==> src/design/bpe_pkg.sv <==
// ----------------------------------------------------------------------------
// bpe_pkg
// Shared types and constants for the bitmap paint engine: item structs,
// command codes, internal operation codes and the controller state type.
// ----------------------------------------------------------------------------
package bpe_pkg;

  // Bitmap geometry.
  localparam int MAX_ROWS = 128;
  localparam int MAX_COLS = 128;
  localparam int ROW_AW   = $clog2(MAX_ROWS);
  localparam int MAX_DIM  = (MAX_ROWS > MAX_COLS) ? MAX_ROWS : MAX_COLS;
  // Signed coordinate width: holds a centre plus or minus a half size and the limits.
  localparam int CRD_W    = $clog2(MAX_DIM) + 3;

  // Configuration port.
  localparam int CFG_IDX_W  = 1;
  localparam int CFG_DATA_W = 8;
  localparam logic [CFG_IDX_W-1:0] CFG_ROWS_USED = 1'b0;
  localparam logic [CFG_IDX_W-1:0] CFG_COLS_USED = 1'b1;
  localparam logic [CFG_DATA_W-1:0] ROWS_USED_RST = 8'd128;
  localparam logic [CFG_DATA_W-1:0] COLS_USED_RST = 8'd128;

  // Command codes carried in the func field.
  typedef enum logic [2:0] {
    FN_NOP       = 3'd0,
    FN_PAINT_SQ  = 3'd1,
    FN_PAINT_LN  = 3'd2,
    FN_ERASE     = 3'd3,
    FN_READ      = 3'd4,
    FN_CLEAR     = 3'd5
  } func_t;

  // Internal operation after decode.
  typedef enum logic [2:0] {
    OP_NOP,
    OP_PAINT,
    OP_ERASE,
    OP_READ,
    OP_CLEAR
  } op_t;

  // Controller states.
  typedef enum logic [2:0] {
    ST_IDLE,
    ST_SETUP,
    ST_RUN,
    ST_DRAIN,
    ST_FINISH
  } state_t;

  // Input request.
  typedef struct packed {
    logic [2:0] func;
    logic [6:0] row_a;
    logic [6:0] col_a;
    logic [6:0] row_b;
    logic [6:0] col_b;
    logic [5:0] half_size;
  } in_item_t;

  // Result item.
  typedef struct packed {
    logic status;
    logic cell_value;
  } out_item_t;

  // Decoded command: operation and unclipped rectangle.
  typedef struct packed {
    op_t                     op;
    logic                    status;
    logic signed [CRD_W-1:0] rlo;
    logic signed [CRD_W-1:0] rhi;
    logic signed [CRD_W-1:0] clo;
    logic signed [CRD_W-1:0] chi;
  } plan_t;

  // Row memory access controls.
  typedef struct packed {
    logic              rd_en;
    logic [ROW_AW-1:0] rd_addr;
    logic              wr_en;
    logic [ROW_AW-1:0] wr_addr;
    logic              clear;
  } mem_req_t;

endpackage

==> src/design/bpe_cmd_dec.sv <==
// ----------------------------------------------------------------------------
// bpe_cmd_dec
// Command decoder: turns a request into an operation, a status and the
// unclipped row and column range that the operation covers.
// ----------------------------------------------------------------------------
module bpe_cmd_dec (
  input  bpe_pkg::in_item_t item,
  output bpe_pkg::plan_t    plan
);

  logic signed [bpe_pkg::CRD_W-1:0] ra, ca, rb, cb, hs;

  // Widen the coordinates to the signed working width.
  always_comb begin
    ra = bpe_pkg::CRD_W'(item.row_a);
    ca = bpe_pkg::CRD_W'(item.col_a);
    rb = bpe_pkg::CRD_W'(item.row_b);
    cb = bpe_pkg::CRD_W'(item.col_b);
    hs = bpe_pkg::CRD_W'(item.half_size);
  end

  // Select the operation and its rectangle.
  always_comb begin
    plan.op     = bpe_pkg::OP_NOP;
    plan.status = 1'b0;
    plan.rlo    = ra;
    plan.rhi    = ra;
    plan.clo    = ca;
    plan.chi    = ca;
    case (item.func)
      bpe_pkg::FN_PAINT_SQ: begin
        plan.op  = bpe_pkg::OP_PAINT;
        plan.rlo = ra - hs;
        plan.rhi = ra + hs;
        plan.clo = ca - hs;
        plan.chi = ca + hs;
      end
      bpe_pkg::FN_PAINT_LN: begin
        if (ca == cb) begin
          // Vertical line, drawn only top to bottom.
          if (ra <= rb) begin
            plan.op  = bpe_pkg::OP_PAINT;
            plan.rhi = rb;
          end else begin
            plan.status = 1'b1;
          end
        end else if (ra == rb) begin
          // Horizontal line, drawn only left to right.
          if (ca <= cb) begin
            plan.op  = bpe_pkg::OP_PAINT;
            plan.chi = cb;
          end else begin
            plan.status = 1'b1;
          end
        end else begin
          plan.status = 1'b1;
        end
      end
      bpe_pkg::FN_ERASE: begin
        plan.op = bpe_pkg::OP_ERASE;
      end
      bpe_pkg::FN_READ: begin
        plan.op = bpe_pkg::OP_READ;
      end
      bpe_pkg::FN_CLEAR: begin
        plan.op = bpe_pkg::OP_CLEAR;
      end
      default: begin
        plan.status = 1'b1;
      end
    endcase
  end

endmodule

==> config.mk <==
export PLATFORM = sky130hd
export DESIGN_NAME = bpe_cmd_dec
export DESIGN_NICKNAME = d
export VERILOG_FILES = /design/src/design/bpe_pkg.sv /design/src/design/bpe_cmd_dec.sv
export SDC_FILE = /design/constraint.sdc
export NUM_CORES = 1
export LEC_CHECK = 0
export ABC_AREA = 1
export ABC_CLOCK_PERIOD_IN_PS = 2150
export BUFFER_PORTS_ARGS = -buffer_cell sky130_fd_sc_hd__buf_2
export CORE_MARGIN = 2
export CORE_UTILIZATION = 48
export DETAILED_ROUTE_END_ITERATION = 12
export PLACE_DENSITY = 0.91
export SLEW_MARGIN = 0
export SYNTH_ARGS = -nofsm -noshare
export SYNTH_HDL_FRONTEND = slang
export SYNTH_SLANG_ARGS = --single-unit
export TNS_END_PERCENT = 30
==> constraint.sdc <==
create_clock -name vclk -period 2.15
set_clock_uncertainty 0.15 [all_clocks]
set_input_delay 0.43 -clock vclk [all_inputs]
set_output_delay 0.43 -clock vclk [all_outputs]
set_load 0.02 [all_outputs]
==> impl_metrics.prom, run 1 <==
# TYPE chip_impl_metric gauge
chip_impl_info{name="synth_top_cells_by_area",value="ha_1, nand2_1, inv_1, nand3_1, o21ai_0"} 1
chip_impl_metric{name="number_of_placed_i_o_pins",unit=""} 81
chip_impl_metric{name="core.rowCount",unit=""} 24
chip_impl_info{name="last_worst_endpoint_in_the_global_route_repair_timing",value="plan[1]"} 1
chip_impl_metric{name="number_of_warnings_issued_by_yosys",unit=""} 0
chip_impl_metric{name="start_util",unit=""} 0.501
chip_impl_metric{name="die_height",unit="µm"} 71.4
chip_impl_metric{name="placement.cell_area",unit="µm²"} 3210
chip_impl_metric{name="syn_inst",unit=""} 388
chip_impl_info{name="lastStage",value="5_1_grt"} 1
chip_impl_metric{name="die_w",unit="µm"} 71.4
chip_impl_metric{name="placed_cells",unit=""} 576
chip_impl_metric{name="post_cts_hold_buffer_count",unit=""} 0
chip_impl_info{name="netlist.top_cell.by_area",value="ha_1"} 1
chip_impl_metric{name="dpl.hpwl",unit="mm"} 6.37
chip_impl_info{name="flow.first_error",value="[ERROR GRT-0232] Routing congestion too high. Check the congestion heatmap in the GUI."} 1
chip_impl_info{name="result_of_the_run",value="did not finish"} 1
chip_impl_info{name="synthMostInstantiatedCell",value="nand2_1"} 1
chip_impl_metric{name="grt.total_usage",unit=""} 0.964
chip_impl_info{name="timing.worst_endpoint.kind",value="primary output"} 1
chip_impl_info{name="synth_common_cells",value="nand2_1, inv_1, ha_1"} 1
chip_impl_metric{name="synth_cell_types",unit=""} 34
chip_impl_metric{name="synth_area_per_cell",unit="µm²"} 5.63
chip_impl_metric{name="syn_area",unit="µm²"} 2180
chip_impl_metric{name="synth.top_cell.area_share",unit=""} 0.218
chip_impl_metric{name="placer_congestion",unit=""} 1.00
chip_impl_metric{name="globalRoute.totalOverflow",unit=""} 520
chip_impl_metric{name="placement.io_buffers",unit=""} 77
chip_impl_metric{name="synth.yosys.seq_area_share",unit=""} 0
chip_impl_metric{name="largest_net_degree_at_the_start_of_global_routing",unit=""} 13
## through the flow
step / worst slack, ns / setup TNS (ns)
after global placement: -0.510 / -10.59
after CTS: -0.315 / -7.49
after detailed placement: -0.537 / -12.53
after floorplan: -0.132 / -1.86
## layer usage
| layer | GRT overflow | GRT usage |
|---|---|---|
| met1 | 5 | 0.870 |
| met2 | 399 | 1.38 |
| met3 | 0 | 0.581 |
| met4 | 116 | 1.11 |
| met5 | 0 | 0 |
## logic make-up after synthesis
logic type,after synthesis,synth area share
AND/OR/NAND/NOR,180,0.364
buffers and inverters,90,0.178
AO/OA/AOI/OAI,71,0.185
adder cells (fa/ha/maj),42,0.254
XOR/XNOR,4,0.0160
other,1,0.00172
## what timing repair did
action                     CTS
pin swaps                   48
setup buffers                9
gates resized for setup    154
setup endpoints to repair   36
cloned                       1
==> run 2, diff against run 1 <==
--- a/config.mk
+++ b/config.mk
@@ -6,12 +6,12 @@
 export NUM_CORES = 1
 export LEC_CHECK = 0
 export ABC_AREA = 1
-export ABC_CLOCK_PERIOD_IN_PS = 2150
+export ABC_CLOCK_PERIOD_IN_PS = 2800
 export BUFFER_PORTS_ARGS = -buffer_cell sky130_fd_sc_hd__buf_2
 export CORE_MARGIN = 2
-export CORE_UTILIZATION = 48
+export CORE_UTILIZATION = 40
 export DETAILED_ROUTE_END_ITERATION = 12
-export PLACE_DENSITY = 0.91
+export PLACE_DENSITY_LB_ADDON = 0.15
 export SLEW_MARGIN = 0
 export SYNTH_ARGS = -nofsm -noshare
 export SYNTH_HDL_FRONTEND = slang
==> constraint.sdc (replaced) <==
create_clock -name vclk -period 2.8
set_clock_uncertainty 0.15 [all_clocks]
set_input_delay 0.56 -clock vclk [all_inputs]
set_output_delay 0.56 -clock vclk [all_outputs]
set_load 0.02 [all_outputs]
==> run 2 against run 1 <==
Compared with the run above:
- the run now ends clean
- synthesized area is the same
- synthesized cell count did not move
==> impl_metrics.prom, run 2 <==
# TYPE chip_impl_metric gauge
chip_impl_info{name="result_of_the_run",value="completed"} 1
chip_impl_metric{name="cap_violations",unit=""} 0
chip_impl_metric{name="nFlopsAndLatches",unit=""} 0
chip_impl_info{name="critical_path.top_delay_family",value="simple AND/OR/NAND/NOR gates"} 1
chip_impl_metric{name="die_w",unit="µm"} 77.9
chip_impl_metric{name="synth.top_cell.area_share",unit=""} 0.218
chip_impl_info{name="hold_path_end",value="plan[17]"} 1
chip_impl_metric{name="grt_pass1_vias",unit=""} 2423
chip_impl_metric{name="synth.yosys.seq_area_share",unit=""} 0
chip_impl_metric{name="cp.buffers_inverters",unit=""} 4
chip_impl_info{name="hp-class",value="in -> out"} 1
chip_impl_metric{name="worstHoldPathCells",unit=""} 3
chip_impl_metric{name="dieArea",unit="µm²"} 6070
chip_impl_metric{name="final-seq-area",unit="µm²"} 0
chip_impl_metric{name="die_height",unit="µm"} 77.9
chip_impl_metric{name="layout.filler_cells",unit=""} 500
chip_impl_metric{name="final_nets",unit=""} 565
chip_impl_metric{name="routedWlPerCell",unit="µm"} 12.9
chip_impl_metric{name="timing.final.max_slew_violations",unit=""} 0
chip_impl_metric{name="placement.io_buffers",unit=""} 77
chip_impl_metric{name="critPathMaxFanout",unit=""} 5
chip_impl_metric{name="peakVddDrop",unit="mV"} 0.0969
chip_impl_info{name="synth_top_cells_by_area",value="ha_1, nand2_1, inv_1, nand3_1, o21ai_0"} 1
chip_impl_metric{name="timing_hold_violations_final",unit=""} 0
chip_impl_metric{name="fmax",unit="MHz"} 361
chip_impl_metric{name="critical_path_arrival",unit="ns"} 2.06
chip_impl_info{name="final_common_cell",value="nand2_1"} 1
chip_impl_metric{name="antennaDiodeCount",unit=""} 0
chip_impl_metric{name="dpl.hpwl",unit="mm"} 5.36
chip_impl_metric{name="number_of_placed_i_o_pins",unit=""} 81
chip_impl_metric{name="multiInputGateArea",unit="µm²"} 2150
chip_impl_metric{name="final_period_minus_worst_setup_slack",unit="ns"} 2.77
chip_impl_metric{name="power_leakage",unit="nW"} 1.79
chip_impl_info{name="rsz_0062_raised_after_global_routing",value="yes"} 1
chip_impl_metric{name="worst_case_hold_slack",unit="ns"} 1.28
chip_impl_metric{name="timing.critical_path.slowest_cell_delay",unit="ns"} 0.30
chip_impl_metric{name="post-route-period-util",unit=""} 0.989
chip_impl_metric{name="start_util",unit=""} 0.422
chip_impl_metric{name="power_per_cell_area",unit="nW/µm²"} 190
chip_impl_metric{name="post_route_cells_drive_above_1_share",unit=""} 0.401
chip_impl_metric{name="synth_area_per_cell",unit="µm²"} 5.63
chip_impl_metric{name="post_cts_hold_buffer_count",unit=""} 0
chip_impl_metric{name="globalRoute.totalOverflow",unit=""} 0
chip_impl_metric{name="ant_nets",unit=""} 0
chip_impl_metric{name="syn_area",unit="µm²"} 2180
chip_impl_metric{name="final_core_util",unit=""} 0.639
chip_impl_info{name="netlist.top_cell.by_area",value="ha_1"} 1
chip_impl_info{name="critical_path_class",value="in -> out"} 1
chip_impl_info{name="most_frequent_cells_in_the_layout",value="nand2_1, buf_2, inv_1"} 1
chip_impl_metric{name="synth_cell_types",unit=""} 34
chip_impl_info{name="category_of_the_worst_setup_path_capture_point",value="primary output"} 1
chip_impl_info{name="critPathLaunchType",value="input pin"} 1
chip_impl_metric{name="grt.total_usage",unit=""} 0.216
chip_impl_metric{name="antenna_found_initial",unit=""} 0
chip_impl_metric{name="drt_first_iter_violations",unit=""} 222
chip_impl_metric{name="grt_pass1_wl",unit="mm"} 11.1
chip_impl_metric{name="remaining_drc_errors",unit=""} 0
chip_impl_metric{name="setup-violations-final",unit=""} 0
chip_impl_info{name="cp_slowest_cell",value="nor3_4"} 1
chip_impl_metric{name="number_of_warnings_issued_by_yosys",unit=""} 0
chip_impl_metric{name="core.rowCount",unit=""} 26
chip_impl_metric{name="cp_data_required_time",unit="ns"} 2.09
chip_impl_info{name="timing.critical_path.cells",value="buf_6, inv_2, ha_4, nand3_4, nor3_4, nand4_4, clkbuf_16, nor2_1, o21bai_2, buf_4"} 1
chip_impl_metric{name="syn_inst",unit=""} 388
chip_impl_metric{name="largest_net_degree_at_the_start_of_global_routing",unit=""} 26
chip_impl_metric{name="avgViaCountPerCell",unit=""} 4.96
chip_impl_info{name="synthMostInstantiatedCell",value="nand2_1"} 1
chip_impl_metric{name="finalWirelength",unit="mm"} 7.15
chip_impl_metric{name="flow.area_growth_from_synthesis",unit="%"} 51.3
chip_impl_info{name="synth_common_cells",value="nand2_1, inv_1, ha_1"} 1
chip_impl_metric{name="placer_congestion",unit=""} 0.914
chip_impl_info{name="min_from",value="item[26]"} 1
chip_impl_metric{name="total_power",unit="mW"} 0.627
chip_impl_metric{name="n_clock_buffer",unit=""} 0
chip_impl_metric{name="via_count",unit=""} 2750
chip_impl_metric{name="drt_pass1_iterations",unit=""} 4
chip_impl_metric{name="placeableCoreArea",unit="µm²"} 5170
-- run 2: cell counts after synthesis --
No cell type changed its count.
-- run 2: how the worst max path moves through the flow --
stage          startpoint        to  cells past startpoint
6_report         item[14]   plan[1]                     10
5_1_grt           item[0]  plan[22]                     10
4_1_cts          item[20]  plan[16]                     11
3_5_place_dp      item[0]   plan[4]                     13
3_3_place_gp      item[0]   plan[4]                     13
2_1_floorplan     item[2]  plan[38]                     10
-- run 2: kinds of logic (layout without fill, tap and decap cells) --
group	count (synthesis)	in the layout	synth area share
and+or+nand+nor	180	180	0.364
buffers and inverters	90	183	0.178
AOI/OAI and AO/OA	71	71	0.185
adders and majority gates	42	42	0.254
xor gates and xnor gates	4	4	0.0160
other	1	4	0.00172
-- run 2: layer usage --
| layer | vias up | part of all wire | global-route usage |
|---|---|---|---|
| met5 | - | 0 | 0 |
| met4 | 0 | 0.0077 | 0.00536 |
| met3 | 6 | 0.061 | 0.00930 |
| met2 | 86 | 0.47 | 0.370 |
| met1 | 1219 | 0.46 | 0.315 |
| li1 | 1439 | - | - |
-- run 2: cell type report --
type | instances | share of cell area
Inverter | 71 | 0.0848
Multi-Input combinational cell | 301 | 0.652
Timing Repair Buffer | 112 | 0.237
Tap cell | 70 | 0.0265
-- run 2: stage by stage --
stage	setup TNS (ns)	instance area, µm²	worst slack (ns)	instances
6_report	0	3300	0.0301	554
5_1_grt	-0.718	3300	-0.0864	554
4_1_cts	-0.0661	2780	-0.0143	548
3_5_place_dp	-0.0997	2780	-0.0414	548
3_3_place_gp	-0.0289	2780	-0.0129	548
2_1_floorplan	0	2200	0.0202	391
-- run 2: timing repair --
| item | CTS | global route |
|---|---|---|
| cloned | 0 | 1 |
| gates resized for setup | 4 | 111 |
| endpoints found under the hold margin | 0 | 0 |
| setup buffers | 0 | 5 |
| setup endpoints to repair | 6 | 31 |
| pin swaps | 0 | 25 |
-- run 2: power breakdown --
group / internal [mW] / switching [mW] / leakage [nW]
Clock: 0 / 0 / 0
Sequential: 0 / 0 / 0
Combinational: 0.267 / 0.360 / 1.79
Total: 0.267 / 0.360 / 1.79
Power figures use the tool's default switching activity.
