**src/design/bpe_pkg.sv**
```systemverilog
// ----------------------------------------------------------------------------
// bpe_pkg
// Shared types and constants for the bitmap paint engine: item structs,
// command codes, internal operation codes and the controller state type.
// ----------------------------------------------------------------------------
package bpe_pkg;

  // Bitmap geometry.
  localparam int MAX_ROWS = 128;
  localparam int MAX_COLS = 128;
  localparam int ROW_AW   = $clog2(MAX_ROWS);
  localparam int MAX_DIM  = (MAX_ROWS > MAX_COLS) ? MAX_ROWS : MAX_COLS;
  // Signed coordinate width: holds a centre plus or minus a half size and the limits.
  localparam int CRD_W    = $clog2(MAX_DIM) + 3;

  // Configuration port.
  localparam int CFG_IDX_W  = 1;
  localparam int CFG_DATA_W = 8;
  localparam logic [CFG_IDX_W-1:0] CFG_ROWS_USED = 1'b0;
  localparam logic [CFG_IDX_W-1:0] CFG_COLS_USED = 1'b1;
  localparam logic [CFG_DATA_W-1:0] ROWS_USED_RST = 8'd128;
  localparam logic [CFG_DATA_W-1:0] COLS_USED_RST = 8'd128;

  // Command codes carried in the func field.
  typedef enum logic [2:0] {
    FN_NOP       = 3'd0,
    FN_PAINT_SQ  = 3'd1,
    FN_PAINT_LN  = 3'd2,
    FN_ERASE     = 3'd3,
    FN_READ      = 3'd4,
    FN_CLEAR     = 3'd5
  } func_t;

  // Internal operation after decode.
  typedef enum logic [2:0] {
    OP_NOP,
    OP_PAINT,
    OP_ERASE,
    OP_READ,
    OP_CLEAR
  } op_t;

  // Controller states.
  typedef enum logic [2:0] {
    ST_IDLE,
    ST_SETUP,
    ST_RUN,
    ST_DRAIN,
    ST_FINISH
  } state_t;

  // Input request.
  typedef struct packed {
    logic [2:0] func;
    logic [6:0] row_a;
    logic [6:0] col_a;
    logic [6:0] row_b;
    logic [6:0] col_b;
    logic [5:0] half_size;
  } in_item_t;

  // Result item.
  typedef struct packed {
    logic status;
    logic cell_value;
  } out_item_t;

  // Decoded command: operation and unclipped rectangle.
  typedef struct packed {
    op_t                     op;
    logic                    status;
    logic signed [CRD_W-1:0] rlo;
    logic signed [CRD_W-1:0] rhi;
    logic signed [CRD_W-1:0] clo;
    logic signed [CRD_W-1:0] chi;
  } plan_t;

  // Row memory access controls.
  typedef struct packed {
    logic              rd_en;
    logic [ROW_AW-1:0] rd_addr;
    logic              wr_en;
    logic [ROW_AW-1:0] wr_addr;
    logic              clear;
  } mem_req_t;

endpackage

```
**src/design/bpe_ctrl.sv**
```systemverilog
// ----------------------------------------------------------------------------
// bpe_ctrl
// Command sequencer: clips the rectangle to the area in use, builds the column
// mask, walks the rows (a pipelined read-modify-write of the memory for paint
// and erase, a read for read) and hands the result to the output register.
// ----------------------------------------------------------------------------
module bpe_ctrl (
  input  logic                         clk,
  input  logic                         rst_n,
  input  logic [bpe_pkg::CFG_DATA_W-1:0] rows_used,
  input  logic [bpe_pkg::CFG_DATA_W-1:0] cols_used,
  input  logic                         in_valid,
  output logic                         in_stall,
  input  bpe_pkg::plan_t               plan_in,
  output logic                         out_valid,
  input  logic                         out_stall,
  output bpe_pkg::out_item_t           out_data,
  output bpe_pkg::mem_req_t            mem_req,
  output logic [bpe_pkg::MAX_COLS-1:0] mem_wr_data,
  input  logic [bpe_pkg::MAX_COLS-1:0] mem_rd_data
);

  bpe_pkg::state_t              state_r, state_nxt;
  bpe_pkg::plan_t               plan_r;
  logic [bpe_pkg::MAX_COLS-1:0] mask_r;
  logic [bpe_pkg::ROW_AW-1:0]   row_r, row_end_r, wb_row_r;
  logic                         wb_pend_r, wb_pend_nxt;
  logic                         val_r;
  logic                         out_valid_r;
  bpe_pkg::out_item_t           out_r;

  logic                             accept;
  logic                             slot_free;
  logic                             load_out;
  logic signed [bpe_pkg::CRD_W-1:0] rows_lim, cols_lim;
  logic signed [bpe_pkg::CRD_W-1:0] rlo_c, rhi_c;
  logic                             rows_empty;
  logic [bpe_pkg::MAX_COLS-1:0]     mask_set;
  logic signed [bpe_pkg::CRD_W-1:0] jc;

  assign accept    = in_valid && !in_stall;
  assign slot_free = !out_valid_r || !out_stall;

  // Clip the row range to the rows in use.
  always_comb begin
    rows_lim = bpe_pkg::CRD_W'(rows_used);
    if (rows_lim > bpe_pkg::CRD_W'(bpe_pkg::MAX_ROWS)) begin
      rows_lim = bpe_pkg::CRD_W'(bpe_pkg::MAX_ROWS);
    end
    cols_lim = bpe_pkg::CRD_W'(cols_used);
    if (cols_lim > bpe_pkg::CRD_W'(bpe_pkg::MAX_COLS)) begin
      cols_lim = bpe_pkg::CRD_W'(bpe_pkg::MAX_COLS);
    end
    rlo_c = (plan_r.rlo < 0) ? '0 : plan_r.rlo;
    rhi_c = (plan_r.rhi > rows_lim - bpe_pkg::CRD_W'(1)) ? rows_lim - bpe_pkg::CRD_W'(1)
                                                         : plan_r.rhi;
    rows_empty = rlo_c > rhi_c;
  end

  // Column mask: three compares per column.
  always_comb begin
    jc = '0;
    for (int j = 0; j < bpe_pkg::MAX_COLS; j++) begin
      jc = bpe_pkg::CRD_W'(j);
      mask_set[j] = (jc >= plan_r.clo) && (jc <= plan_r.chi) && (jc < cols_lim);
    end
  end

  // Next state.
  always_comb begin
    state_nxt = state_r;
    case (state_r)
      bpe_pkg::ST_IDLE: begin
        if (accept) begin
          state_nxt = bpe_pkg::ST_SETUP;
        end
      end
      bpe_pkg::ST_SETUP: begin
        if ((plan_r.op == bpe_pkg::OP_PAINT || plan_r.op == bpe_pkg::OP_ERASE ||
             plan_r.op == bpe_pkg::OP_READ) && !rows_empty) begin
          state_nxt = bpe_pkg::ST_RUN;
        end else begin
          state_nxt = bpe_pkg::ST_FINISH;
        end
      end
      bpe_pkg::ST_RUN: begin
        if (row_r == row_end_r) begin
          state_nxt = bpe_pkg::ST_DRAIN;
        end
      end
      bpe_pkg::ST_DRAIN: begin
        state_nxt = bpe_pkg::ST_FINISH;
      end
      bpe_pkg::ST_FINISH: begin
        if (slot_free) begin
          state_nxt = bpe_pkg::ST_IDLE;
        end
      end
      default: begin
        state_nxt = bpe_pkg::ST_IDLE;
      end
    endcase
  end

  // State outputs: memory controls, handshake and output load.
  always_comb begin
    in_stall        = (state_r != bpe_pkg::ST_IDLE);
    mem_req.rd_en   = (state_r == bpe_pkg::ST_RUN);
    mem_req.rd_addr = row_r;
    mem_req.wr_en   = wb_pend_r && (plan_r.op != bpe_pkg::OP_READ);
    mem_req.wr_addr = wb_row_r;
    mem_req.clear   = (state_r == bpe_pkg::ST_SETUP) && (plan_r.op == bpe_pkg::OP_CLEAR);
    wb_pend_nxt     = (state_r == bpe_pkg::ST_RUN);
    load_out        = (state_r == bpe_pkg::ST_FINISH) && slot_free;
  end

  // Modify step: paint sets the masked cells, erase clears them.
  assign mem_wr_data = (plan_r.op == bpe_pkg::OP_PAINT) ? (mem_rd_data | mask_r)
                                                         : (mem_rd_data & ~mask_r);

  // Control registers.
  always_ff @(posedge clk) begin
    if (!rst_n) begin
      state_r     <= bpe_pkg::ST_IDLE;
      wb_pend_r   <= 1'b0;
      out_valid_r <= 1'b0;
    end else begin
      state_r   <= state_nxt;
      wb_pend_r <= wb_pend_nxt;
      if (load_out) begin
        out_valid_r <= 1'b1;
      end else if (!out_stall) begin
        out_valid_r <= 1'b0;
      end
    end
  end

  // Datapath registers.
  always_ff @(posedge clk) begin
    if (accept) begin
      plan_r <= plan_in;
    end
    if (state_r == bpe_pkg::ST_SETUP) begin
      mask_r    <= mask_set;
      row_r     <= rlo_c[bpe_pkg::ROW_AW-1:0];
      row_end_r <= rhi_c[bpe_pkg::ROW_AW-1:0];
      val_r     <= 1'b0;
    end else if (state_r == bpe_pkg::ST_RUN) begin
      row_r <= row_r + 1'b1;
    end
    wb_row_r <= row_r;
    // A read request picks its cell out of the returned row.
    if (state_r == bpe_pkg::ST_DRAIN && plan_r.op == bpe_pkg::OP_READ) begin
      val_r <= |(mem_rd_data & mask_r);
    end
    if (load_out) begin
      out_r.status     <= plan_r.status;
      out_r.cell_value <= val_r;
    end
  end

  assign out_valid = out_valid_r;
  assign out_data  = out_r;

  // The row walk never passes the clipped last row.
  a_row_in_range: assert property (@(posedge clk) disable iff (!rst_n)
    state_r == bpe_pkg::ST_RUN |-> row_r <= row_end_r)
    else $error("row walk passed its last row");

  // The write-back and the next read never touch the same row.
  a_no_same_row: assert property (@(posedge clk) disable iff (!rst_n)
    mem_req.wr_en && mem_req.rd_en |-> mem_req.wr_addr != mem_req.rd_addr)
    else $error("read and write of the same row in one cycle");

  // A read request never writes the bitmap.
  a_read_no_write: assert property (@(posedge clk) disable iff (!rst_n)
    plan_r.op == bpe_pkg::OP_READ && state_r != bpe_pkg::ST_IDLE |-> !mem_req.wr_en)
    else $error("read request wrote the bitmap");

  // A finished request is presented in the next cycle.
  a_result_shown: assert property (@(posedge clk) disable iff (!rst_n)
    load_out |=> out_valid_r)
    else $error("result not presented");

  // Every write-back follows a read of the same row in the previous cycle.
  a_wb_follows_read: assert property (@(posedge clk) disable iff (!rst_n)
    mem_req.wr_en |-> $past(mem_req.rd_en) && $past(mem_req.rd_addr) == mem_req.wr_addr)
    else $error("write-back without matching read");

endmodule
```
**config.mk**
```make
export PLATFORM = sky130hd
export DESIGN_NAME = bpe_ctrl
export DESIGN_NICKNAME = d
export VERILOG_FILES = /design/src/design/bpe_pkg.sv /design/src/design/bpe_ctrl.sv
export SDC_FILE = /design/constraint.sdc
export NUM_CORES = 1
export LEC_CHECK = 0
export CAP_MARGIN = 15
export CORE_MARGIN = 5
export CORE_UTILIZATION = 51
export DETAILED_ROUTE_END_ITERATION = 16
export DONT_BUFFER_PORTS = 1
export PLACE_DENSITY = 0.74
export SYNTH_ARGS = -nofsm -noshare
export SYNTH_HDL_FRONTEND = slang
export SYNTH_SLANG_ARGS = --single-unit
```
**constraint.sdc**
```tcl
create_clock -name clk -period 5.5 [get_ports clk]
set_input_delay 0.55 -clock clk [delete_from_list [all_inputs] [get_ports clk]]
set_output_delay 0.55 -clock clk [all_outputs]
set_load 0.02 [all_outputs]
```
==> out/qor.tcl <==
set qor(clk_pin_slew_worst_paths_ns) 0.06
set qor(detailedPlacementHpwl_um) 51700
set qor(timing.final.ws_setup_ns) 0.874
set qor(max_rail_drop_vdd_mv) 0.284
set qor(register_to_register_path_setup_slack_ns) 1.41
set qor(cts-root-buf) {sky130_fd_sc_hd__clkbuf_16}
set qor(critical_path_class) {primary input to flop}
set qor(routed_wire_length_per_instance_um) 38.7
set qor(worstSetupEndpointType) {flop}
set qor(synth_edf_count) 189
set qor(grt_setup_unrepaired) {false}
set qor(die_w_um) 174
set qor(hold_path_startpoint) {plan_in[40]}
set qor(worst_pin_slew_ns) 1.24
set qor(design_power_total_mw) 4.30
set qor(ff2ff_path_depth) 14
set qor(relSlewSlack_pct) 16.6
set qor(ratio_of_cells_with_drive_above_1_in_the_final_layout_pct) 17.0
set qor(worst-path-max-fanout) 18
set qor(grt_start_max_net_pins) 129
set qor(antenna_violating_nets_post_route) 0
set qor(starting_drt_drc_count) 1964
set qor(pin_count) 341
set qor(tritoncts) {yes}
set qor(fp.dieArea_sq_um) 30200
set qor(post_cts.resized_instances) 0
set qor(setup.worst_path.start_class) {primary input}
set qor(clk_lat_worst_skew_ns) 0.54
set qor(fp.dieH_um) 174
set qor(drt_pass1_iterations) 7
set qor(postCtsHoldBufs) 0
set qor(detail_route.drc_violations) 0
set qor(finalHoldViolations) 0
set qor(timing.clock.skew_ns) 0.0320
set qor(detailed_place.area_sq_um) 14000
set qor(maxSlewViolCount) 0
set qor(synth_top_area_cell) {sky130_fd_sc_hd__edfxtp_1}
set qor(synth-main-ff-cell) {sky130_fd_sc_hd__edfxtp_1}
set qor(worst_r2r_endpoint) {state_r[2]}
set qor(tritoncts_num_sinks) 201
set qor(period_needed_ns) 4.63
set qor(io_buffer_count) 0
set qor(total_leakage_power_nw) 4.96
set qor(status) {complete, no violations}
set qor(yosysWarningCount) 0
set qor(cts_made_buffers) 21
set qor(netlist.area_leader.share_pct) 41.5
set qor(gr-total-overflow) 0
set qor(initial_cell_density_of_the_core_pct) 51.3
set qor(holdWs_ns) 0.109
set qor(finalWirelength_um) 67300
set qor(finalSetupViolCount) 0
set qor(min-delay-path-class) {primary input to flop}
set qor(layout.filler_cells) 2326
set qor(max_cap_viols) 0
set qor(r2r-start) {plan_r[27]}
set qor(place_congestion) 1.13
set qor(flow.area_growth_from_synthesis_pct) 7.21
set qor(critPathArrivalTime_ns) 5.02
set qor(grt_pass1_vias) 13000
set qor(vias) 13400
set qor(post-synth-top-count-cell) {sky130_fd_sc_hd__edfxtp_1}
set qor(dp_slack_ns) 0.450
set qor(min_to) {plan_r[40]}
set qor(synth.top_cells.by_area) {sky130_fd_sc_hd__edfxtp_1 42%, sky130_fd_sc_hd__mux2_2 11%, sky130_fd_sc_hd__a21oi_1 4.9%}
set qor(setup-tns-final_ns) 0
set qor(antenna_found_initial) 11
set qor(synth_cells) 1418
set qor(grtUsageTotal_pct) 42.8
set qor(syn_area_sq_um) 13700
set qor(synth_nets) 1630
set qor(power.density_nw_per_um2) 294
set qor(placement_rows) 60
set qor(finish.utilization_pct) 55.0
set qor(final_net_count) 1595
set qor(design.core.area_sq_um) 26700
set qor(via_per_inst) 7.69
set qor(count_of_cell_types_in_the_netlist) 85
set qor(cp.required_ns) 5.89
set qor(post_synth_most_frequent_cells) {189 x sky130_fd_sc_hd__edfxtp_1, 142 x sky130_fd_sc_hd__nand2_1, 135 x sky130_fd_sc_hd__a21oi_1, 129 x sky130_fd_sc_hd__mux2_2, 121 x sky130_fd_sc_hd__nor2_1}
set qor(post_layout_nonfiller_instances) 1741
set qor(finish.instance_area_sq_um) 14700
set qor(fmax_mhz) 216
set qor(asyncSetResetFlopFracSynth_pct) 0
set qor(yosysSeqAreaShare_pct) 43.3
set qor(htree_num_levels) 1
set qor(max-clock-path-buffers) 3
set qor(hold_path_depth) 0
set qor(grt_pass1_wl_um) 95300
set qor(fin_crit_sh_pct) 84.1
set qor(yosys_register_bits) 201
set qor(setup_bufs_post_cts) 0
set qor(syn_area_per_cell_sq_um) 9.64
set qor(placed_cells) 1700
[how the worst max path moves through the flow]
stage                            start    endpoint  slack [ns]  cells past startpoint
after global routing      rows_used[7]  state_r[2]        0.43                     20
after CTS                 rows_used[7]  state_r[2]        0.93                     20
final                     rows_used[7]  state_r[2]        0.87                     20
after global placement    rows_used[5]  state_r[1]        0.61                     17
after floorplan             state_r[2]    row_r[2]        0.07                      4
after detailed placement  rows_used[5]  state_r[2]        0.45                     17
[flip-flops by register name (all words and copies together), names as in the netlist]
signal and count:
wb_row_r 7, out_data 2, mask_r 128, plan_r 44
out_valid 1, row_r 7, state_r 3, row_end_r 7
wb_pend_r 1, val_r 1
[placed cells by master, fill, tap and decap left out, types with 6 or more instances in the layout]
cell	n
sky130_fd_sc_hd__nand2_1	142
sky130_fd_sc_hd__nor3_2	7
sky130_fd_sc_hd__o211ai_1	10
sky130_fd_sc_hd__a21oi_1	135
sky130_fd_sc_hd__a31oi_1	9
sky130_fd_sc_hd__inv_1	16
sky130_fd_sc_hd__o21ai_0	75
sky130_fd_sc_hd__o221ai_1	8
sky130_fd_sc_hd__a221oi_1	39
sky130_fd_sc_hd__nor3_1	61
sky130_fd_sc_hd__nand2b_1	15
sky130_fd_sc_hd__o32ai_1	8
sky130_fd_sc_hd__o31ai_1	6
sky130_fd_sc_hd__ha_1	20
sky130_fd_sc_hd__nand4_1	11
sky130_fd_sc_hd__a21o_1	14
sky130_fd_sc_hd__nor2b_1	18
sky130_fd_sc_hd__or2_2	14
sky130_fd_sc_hd__or3_1	9
sky130_fd_sc_hd__o21a_1	6
sky130_fd_sc_hd__a22o_1	32
sky130_fd_sc_hd__clkbuf_16	21
sky130_fd_sc_hd__mux2_2	129
sky130_fd_sc_hd__nand3_1	30
sky130_fd_sc_hd__nor2_1	119
sky130_fd_sc_hd__xnor2_1	11
sky130_fd_sc_hd__and3_1	14
sky130_fd_sc_hd__o22ai_1	29
sky130_fd_sc_hd__and2_1	9
sky130_fd_sc_hd__buf_4	30
sky130_fd_sc_hd__a211oi_1	26
sky130_fd_sc_hd__dfxtp_1	12
sky130_fd_sc_hd__edfxtp_1	189
sky130_fd_sc_hd__nor4_1	23
[where the power goes]
part / internal, mW / leakage [nW] / total, mW / switching, mW
clock: 0.838 / 0.325 / 1.44 / 0.598
combinational: 0.273 / 2.74 / 0.950 / 0.677
sequential: 1.81 / 1.89 / 1.92 / 0.110
[per-layer routing]
layer / routed length, um / up-vias / GRT usage [%]
met2: 29700 / 1198 / 66.2
li1: - / 5434 / -
met1: 24100 / 6485 / 53.7
met5: 57 / - / 0
met4: 4610 / 8 / 22.3
met3: 8850 / 261 / 14.0
[layout make-up]
| cell class | instances | area, sq um | area share, % |
|---|---|---|---|
| Clock inverter | 11 | 131 | 0.896 |
| Tap cell | 341 | 427 | 2.91 |
| Timing Repair Buffer | 32 | 250 | 1.71 |
| Sequential cell | 201 | 5920 | 40.4 |
| Antenna cell | 4 | 10.0 | 0.0683 |
| Inverter | 17 | 63.8 | 0.435 |
| Multi-Input combinational cell | 1110 | 7320 | 49.9 |
| Clock buffer | 25 | 541 | 3.69 |
[critical path, stage by stage]
cell and delay, ns:
sky130_fd_sc_hd__inv_1 0.08, sky130_fd_sc_hd__nand2_1 0.15, sky130_fd_sc_hd__ha_1 0.27, sky130_fd_sc_hd__inv_1 0.09
sky130_fd_sc_hd__or2_2 0.29, sky130_fd_sc_hd__a32oi_1 0.35, sky130_fd_sc_hd__ha_1 0.31, sky130_fd_sc_hd__nand4_1 0.15
sky130_fd_sc_hd__nor3_4 0.07, sky130_fd_sc_hd__a221oi_2 0.36, sky130_fd_sc_hd__or2_1 0.53, sky130_fd_sc_hd__nor2_1 0.16
sky130_fd_sc_hd__a21oi_1 0.17, sky130_fd_sc_hd__ha_1 0.26, sky130_fd_sc_hd__o21ai_0 0.16, sky130_fd_sc_hd__a21oi_1 0.06
sky130_fd_sc_hd__o31a_1 0.28, sky130_fd_sc_hd__a311o_1 0.37, sky130_fd_sc_hd__a211oi_1 0.21, sky130_fd_sc_hd__a31oi_1 0.13
[cells by family after synthesis]
family                     synth area share, %
and+or+nand+nor                           19.2
AOI/OAI and AO/OA                         20.8
DFF                                       43.3
muxes                                     10.7
buffers and inverters                     3.39
adders and majority gates                 1.83
xor gates and xnor gates                 0.833
No activity file was read; power rests on OpenSTA's default activity.
